## config.mk

```make
export PLATFORM = sky130hd
export DESIGN_NAME = btpa_ctrl
export DESIGN_NICKNAME = d
export VERILOG_FILES = /design/src/btpa_pkg.sv /design/src/btpa_ctrl.sv
export VERILOG_INCLUDE_DIRS = /design/src /design/src/src
export SDC_FILE = /design/constraint.sdc
export NUM_CORES = 1
export LEC_CHECK = 0
export BUFFER_PORTS_ARGS = -buffer_cell sky130_fd_sc_hd__buf_4
export CAP_MARGIN = 20
export CELL_PAD_IN_SITES_DETAIL_PLACEMENT = 1
export CELL_PAD_IN_SITES_GLOBAL_PLACEMENT = 1
export CORE_MARGIN = 2
export CORE_UTILIZATION = 33
export DETAILED_ROUTE_END_ITERATION = 8
export PLACE_DENSITY = 0.76
export SLEW_MARGIN = 20
export SYNTH_ARGS = -nofsm -noshare
export SYNTH_HDL_FRONTEND = slang
export SYNTH_SLANG_ARGS = --single-unit
export TNS_END_PERCENT = 10
```

## constraint.sdc

```tcl
create_clock -name i_clk -period 2.1 [get_ports i_clk]
set_clock_uncertainty 0.2 [all_clocks]
set_input_delay 0.105 -clock i_clk [delete_from_list [all_inputs] [get_ports i_clk]]
set_output_delay 0.105 -clock i_clk [all_outputs]
set_load 0.02 [all_outputs]
```

## src/assert_macros.svh

```systemverilog
// ----------------------------------------------------------------------------
// assert_macros.svh
// Shared concurrent assertion macros for the buddy allocator RTL.
// ----------------------------------------------------------------------------
`ifndef ASSERT_MACROS_SVH
`define ASSERT_MACROS_SVH

// Implication checked at every rising clock edge outside reset.
`define BTPA_ASSERT(lbl, clk, rst_n, prop, msg) \
    lbl: assert property (@(posedge clk) disable iff (!rst_n) prop) else $error(msg);

// Plain invariant checked at every rising clock edge outside reset.
`define BTPA_INVARIANT(lbl, clk, rst_n, expr, msg) \
    `BTPA_ASSERT(lbl, clk, rst_n, (expr), msg)

`endif

```

## src/btpa_pkg.sv

```systemverilog
// ----------------------------------------------------------------------------
// btpa_pkg
// Shared types and constants of the buddy tree page allocator.
// ----------------------------------------------------------------------------
`timescale 1ns / 1ps
`default_nettype none

package btpa_pkg;

    localparam int MAX_PAGES     = 1024;
    localparam int PW            = 11;   // page count field width
    localparam int OW            = 10;   // page offset field width
    localparam int LG_W          = 5;    // log2 of a block size
    localparam int POOL_RESET_LG = 10;   // pool of 1024 pages after reset

    typedef enum logic [1:0] {
        ST_OK      = 2'd0,
        ST_NOSPACE = 2'd1,
        ST_BADFREE = 2'd2
    } t_status;

    typedef enum logic [3:0] {
        S_SWEEP,
        S_IDLE,
        S_A_ROOT,
        S_A_CHK,
        S_RL,
        S_RR,
        S_DEC,
        S_MARK,
        S_F_CHK,
        S_F_RD,
        S_F_TST,
        S_URD,
        S_UWR,
        S_FIN
    } t_state;

    typedef enum logic [3:0] {
        UOP_NONE,
        UOP_SWEEP,
        UOP_LOAD,
        UOP_RD_ROOT,
        UOP_RD_LEFT,
        UOP_RD_RIGHT,
        UOP_DESCEND,
        UOP_MARK,
        UOP_FREE_IDX,
        UOP_RD_NODE,
        UOP_RESTORE,
        UOP_RD_SIB,
        UOP_CLIMB,
        UOP_FAIL,
        UOP_FINISH
    } t_uop;

    typedef struct packed {
        t_uop    uop;
        t_status fail_code;
    } t_cmd;

    typedef struct packed {
        logic sweep_last;
        logic out_free;
        logic alloc_bad;
        logic geom_bad;
        logic node_used;
        logic at_target;
        logic next_target;
        logic at_root;
        logic parent_root;
    } t_stat;

endpackage

`default_nettype wire

```

## src/btpa_ctrl.sv

```systemverilog
// ----------------------------------------------------------------------------
// btpa_ctrl
// Sequencer for tree sweep, allocation descent, free check and climb.
// ----------------------------------------------------------------------------
`timescale 1ns / 1ps
`default_nettype none
`include "assert_macros.svh"

module btpa_ctrl (
    input  wire logic            i_clk,
    input  wire logic            i_rst_n,
    input  wire logic            i_cfg_we,
    input  wire logic            i_valid,
    input  wire logic            i_req_type,
    output logic                 o_ready,
    input  wire btpa_pkg::t_stat i_stat,
    output btpa_pkg::t_cmd       o_cmd
);
    import btpa_pkg::*;

    t_state r_state;
    t_state n_state;

    always_ff @(posedge i_clk) begin
        if (!i_rst_n) r_state <= S_SWEEP;
        else          r_state <= n_state;
    end

    always_comb begin
        n_state = r_state;
        unique case (r_state)
            S_SWEEP:  if (i_stat.sweep_last) n_state = S_IDLE;
            S_IDLE:   if (i_valid) n_state = i_req_type ? S_F_CHK : S_A_ROOT;
            S_A_ROOT: n_state = S_A_CHK;
            S_A_CHK: begin
                if (i_stat.alloc_bad)      n_state = S_FIN;
                else if (i_stat.at_target) n_state = S_MARK;
                else                       n_state = S_RL;
            end
            S_RL:     n_state = S_RR;
            S_RR:     n_state = S_DEC;
            S_DEC:    n_state = i_stat.next_target ? S_MARK : S_RL;
            S_MARK:   n_state = i_stat.at_root ? S_FIN : S_URD;
            S_F_CHK:  n_state = i_stat.geom_bad ? S_FIN : S_F_RD;
            S_F_RD:   n_state = S_F_TST;
            S_F_TST: begin
                if (i_stat.node_used)    n_state = S_FIN;
                else if (i_stat.at_root) n_state = S_FIN;
                else                     n_state = S_URD;
            end
            S_URD:    n_state = S_UWR;
            S_UWR:    n_state = i_stat.parent_root ? S_FIN : S_URD;
            S_FIN:    if (i_stat.out_free) n_state = S_IDLE;
            default:  n_state = S_SWEEP;
        endcase
        // rebuild the tree after a pool change
        if (i_cfg_we) n_state = S_SWEEP;
    end

    always_comb begin
        o_cmd.uop       = UOP_NONE;
        o_cmd.fail_code = ST_BADFREE;
        unique case (r_state)
            S_SWEEP:  o_cmd.uop = UOP_SWEEP;
            S_IDLE:   if (i_valid) o_cmd.uop = UOP_LOAD;
            S_A_ROOT: o_cmd.uop = UOP_RD_ROOT;
            S_A_CHK: begin
                o_cmd.fail_code = ST_NOSPACE;
                if (i_stat.alloc_bad) o_cmd.uop = UOP_FAIL;
            end
            S_RL:     o_cmd.uop = UOP_RD_LEFT;
            S_RR:     o_cmd.uop = UOP_RD_RIGHT;
            S_DEC:    o_cmd.uop = UOP_DESCEND;
            S_MARK:   o_cmd.uop = UOP_MARK;
            S_F_CHK:  o_cmd.uop = i_stat.geom_bad ? UOP_FAIL : UOP_FREE_IDX;
            S_F_RD:   o_cmd.uop = UOP_RD_NODE;
            S_F_TST:  o_cmd.uop = i_stat.node_used ? UOP_FAIL : UOP_RESTORE;
            S_URD:    o_cmd.uop = UOP_RD_SIB;
            S_UWR:    o_cmd.uop = UOP_CLIMB;
            S_FIN:    if (i_stat.out_free) o_cmd.uop = UOP_FINISH;
            default:  o_cmd.uop = UOP_NONE;
        endcase
        if (i_cfg_we) o_cmd.uop = UOP_NONE;
    end

    assign o_ready = (r_state == S_IDLE) && !i_cfg_we;

    `BTPA_ASSERT(a_accept_busy, i_clk, i_rst_n, (i_valid && o_ready) |=> (r_state != S_IDLE), "accepted transaction left no work")
    `BTPA_ASSERT(a_sweep_done, i_clk, i_rst_n, (r_state == S_SWEEP && i_stat.sweep_last && !i_cfg_we) |=> (r_state == S_IDLE), "sweep did not end")

endmodule

`default_nettype wire

```

Word level (Yosys, flattened, before mapping)
Index checks and enable logic that the tools add are counted. W data, S select, Z words.

Flip-flop bits (word level): 4. Word-level logic and storage cells: 43. Output and inout bits: 7.

Bitwise gates (word level): 1. Multiplexer cells: 20. Reduce and logical (&&, ||, !) cells: 5. Equal/unequal tests: 16.

Operator list (count): $pmux W4 S14 (2); $mux W4 (8); $eq A4 B4 Y1 const B (6); $mux W3 (6); $eq A4 B3 Y1 const B (4); $eq A4 B2 Y1 const B (2); $mux W2 (4); $ne A2 B2 Y1 const B (3); $eq A4 B1 Y1 const B (1); $logic_not A4 Y1 (1); $reduce_and A3 Y1 (1); $reduce_or A2 Y1 (1); $logic_and A1 B1 Y1 (1); $logic_not A1 Y1 (1); $not A1 Y1 (1).

Logic depth before layout (Yosys ltp)
Word-level depth: 3. Gate-level depth with buffers: 6. Mapped depth without buffers: 4.

Worst setup path before layout
Ideal clock, no wire load.

Kind: reg-to-output. From: reg r_state[3]. To: out o_cmd[2] (netlist bit). Arrival: 1.351 ns. Stages on the path, launching flop included: 6. Path slack: 0.444 ns. Path buffers: 2. Data required time: 1.795 ns. Cell sequence: dfxtp_1 -> buf_6 -> buf_2 -> o32ai_1 -> o21ai_0 -> a21oi_1.

RTL lines: start: declaration (RTL line btpa_ctrl.sv:21) `t_state r_state;`; start signal: assignment (RTL line btpa_ctrl.sv:26) `else r_state <= n_state;`; end: declaration (RTL line btpa_ctrl.sv:17) `output btpa_pkg::t_cmd o_cmd`.

==> results.json <==
{
  "p_sw_share_pct": 30.56,
  "postRouteAntennaNets": 0,
  "grt_pass1_wl_mm": 3.422,
  "whs_ns": -0.01075,
  "finalHoldViolCount": 2,
  "dp_hpwl_mm": 1.658,
  "grt_pass1_vias": 761,
  "num-fill-cells": 249,
  "syn_to_final_growth_pct": 31.40,
  "postCtsSetupBuffers": 0,
  "gr-usage-all-layers_pct": 21.94,
  "totalPowerFinal_mw": 0.2600,
  "rr_endpoint": "r_state[1]",
  "vias": 739,
  "status": "complete, but fails checks",
  "finalNonFillerCells": 136,
  "cap_viol_max_count": 0,
  "drc": 0,
  "fin_crit_sh_pct": 94.85,
  "end_kind": "output port",
  "p_int_mw": 0.1806,
  "drive_above_1_share_pct": 33.33,
  "avgViaCountPerCell": 5.434,
  "largest_reg_flops": 4,
  "place.gp.congestion": 0.8117,
  "die_w_um": 47.54,
  "cts_buffers": 3,
  "initialDrtViolationCount": 5,
  "dieHeight_um": 47.54,
  "finalCoreUtilization_pct": 46.60,
  "reg2reg_slack_ns": 0.32,
  "seq_area_frac_synth_pct": 12.80,
  "dp_slack_ns": 0.2520,
  "cpMostUsedCell": "buf_4",
  "grt_max_degree": 17,
  "critical-path-max-stage-delay_ns": 0.38,
  "fmax_ghz": 0.5021,
  "ctsResizeCount": 1,
  "yosys_warnings": 0,
  "routedWlPerCell_um": 15.24,
  "dp_cells": 133,
  "fin_tns_setup_ns": 0,
  "power_frac_comb_pct": 29.5,
  "worst_pin_slew_ns": 0.5526,
  "worstPathArrival_ns": 1.69,
  "synth_edf_count": 0,
  "layout_min_cycle_time_ns": 1.992,
  "p_seq_share_pct": 31.2,
  "ys.flop_type": "dfxtp_1",
  "synth_nets": 105,
  "async_reset_ff_share_pct": 0,
  "clk_latency_ns": 0.25,
  "htree_num_levels": 1,
  "clk_pin_slew_worst_paths_ns": 0.04,
  "io_pins": 21,
  "slowest_stage": "dfxtp_1",
  "power-per-cell-area_nw_per_um2": 316.3,
  "holdCritStartpoint": "i_rst_n",
  "holdPathEnd": "r_state[0]",
  "core_um2": 1764,
  "cp-start-kind": "flip-flop",
  "fin_ws_ns": 0.1083,
  "power_switching_mw": 0.07946,
  "synth-seq-cells": 4,
  "nets": 127,
  "postSynthAreaPerCell_um2": 6.875,
  "cp.required_ns": 1.79,
  "slew_headroom_pct": 63.11,
  "clkPwrFrac_pct": 39.2,
  "cts_root_buf": "clkbuf_4",
  "gr-total-overflow": 0,
  "worst-path-buf-inv": 2,
  "n_antenna_cell": 0,
  "drt_pass1_iterations": 4,
  "start_util_pct": 35.46,
  "path_delay_family": "compound AO/OA/AOI/OAI gates",
  "path_cells": "buf_4 > mux2i_1 > o32ai_1 > o21ai_0 > a21oi_1 > buf_4",
  "reg.largest.list": "r_state: 4 flops",
  "r2r_start": "r_state[2]",
  "worstSetupPathType": "flip-flop to output port",
  "ir_drop_v": 0.0001658,
  "port_buffers": 20,
  "antenna_found_initial": 0,
  "max_flop_register": "r_state",
  "reg2reg_depth": 4,
  "violations": "negative hold slack",
  "ys_types": 37,
  "synth_area_um2": 625.6,
  "path_max_fanout": 16,
  "slew_violations": 0,
  "leakage_nw": 0.3367,
  "rsz0062_at_grt": "yes",
  "cts_buffer_depth": 2,
  "cts_tree": "built",
  "die_area_um2": 2260,
  "cts_sinks": 4,
  "row_count": 15,
  "syn_inst": 91,
  "hold_path_depth": 3,
  "holdBufCountCts": 0,
  "drt_wl_total_mm": 2.073,
  "setup_viol": 0,
  "hp-class": "input port to flip-flop"
}
-- cells in the mapped netlist (2+ instances only) --
cell type	instances	share of area (%)
a21oi_1	7	5.6
inv_1	7	4.2
nand2b_1	7	7.0
o21ai_0	7	5.6
nor3_1	6	4.8
buf_2	5	4.0
nand2_1	5	3.0
dfxtp_1	4	13
nor2_1	4	2.4
a31oi_1	3	3.0
nor2b_1	3	3.0
a211oi_2	2	4.0
a32oi_1	2	2.8
buf_6	2	3.6
nand3_1	2	1.6
nor3b_1	2	2.4
o22ai_1	2	2.0
or2_2	2	2.0
-- power groups by stage --
stage / Combinational (mW) / Sequential, mW / Clock, mW
2_1_floorplan: 0.0400 / 0.0808 / 0
3_3_place_gp: 0.0753 / 0.0822 / 0
3_5_place_dp: 0.0769 / 0.0824 / 0
4_1_cts: 0.0772 / 0.0812 / 0.104
5_1_grt: 0.0842 / 0.0814 / 0.116
6_report: 0.0768 / 0.0812 / 0.102
-- cell families (layout without fill, tap and decap cells) --
kind of cell           Yosys count  count (layout)  share of synthesized area, %
XOR/XNOR                         1               1                         1.400
buffers and inverters           15              35                         12.40
flip-flops                       4               4                         12.80
multiplexers                     1               1                         1.600
AO/OA/AOI/OAI                   31              31                         35.00
AND/OR/NAND/NOR                 39              39                         36.80
-- through the flow --
| stage | cell area, um^2 | hold slack [ns] |
|---|---|---|
| after floorplan | 625.6 | 0.07214 |
| after global routing | 822.0 | 0.0002091 |
| after CTS | 817.0 | 0.001498 |
| after detailed placement | 793.3 | 0.2527 |
| after global placement | 793.3 | 0.2507 |
| final | 822.0 | -0.01075 |
-- final cells by class --
class / instances / area, um^2 / area share [%]
Timing Repair Buffer: 25 / 187.7 / 22.83
Multi-Input combinational cell: 72 / 473.0 / 57.53
Clock buffer: 3 / 22.52 / 2.740
Inverter: 7 / 26.28 / 3.196
Sequential cell: 4 / 81.33 / 9.893
Tap cell: 25 / 31.28 / 3.805
-- metal layers --
layer	vias to the layer above	wire length [um]	GRT usage, %
met3	4	79	4.151
met5	-	0	0
met2	18	1011	37.30
li1	370	-	-
met1	347	954	28.35
met4	0	27	5.946
-- worst register-to-register path, stage by stage (launching register included) --
cell      delay, ns
dfxtp_1        0.66
inv_1          0.12
o211a_1        0.24
a311oi_1       0.33
a211oi_2       0.11
-- worst max-delay path by stage --
stage | startpoint | end | slack [ns] | depth (start not counted)
6_report | r_state[1] | o_cmd[2] | 0.11 | 6
5_1_grt | r_state[0] | o_cmd[2] | -0.03 | 5
4_1_cts | r_state[1] | o_cmd[3] | 0.1 | 5
3_5_place_dp | r_state[3] | o_cmd[3] | 0.25 | 5
3_3_place_gp | r_state[3] | o_cmd[3] | 0.31 | 5
2_1_floorplan | r_state[3] | o_cmd[2] | 0.44 | 5
-- cells in the final DEF, fill, tap and decap left out, drive strengths merged, types with 3 or more instances in the layout --
| cell type | synthesis | final |
|---|---|---|
| or2 | 3 | 3 |
| a21oi | 7 | 7 |
| nor2b | 3 | 3 |
| inv | 7 | 7 |
| nor3 | 6 | 6 |
| nand2b | 8 | 8 |
| nor2 | 4 | 4 |
| a31oi | 3 | 3 |
| dfxtp | 4 | 4 |
| nand2 | 5 | 5 |
| o21ai | 8 | 8 |
| clkbuf | 1 | 3 |
| buf | 7 | 25 |
Note: power is estimated with default switching activity, not from simulation.
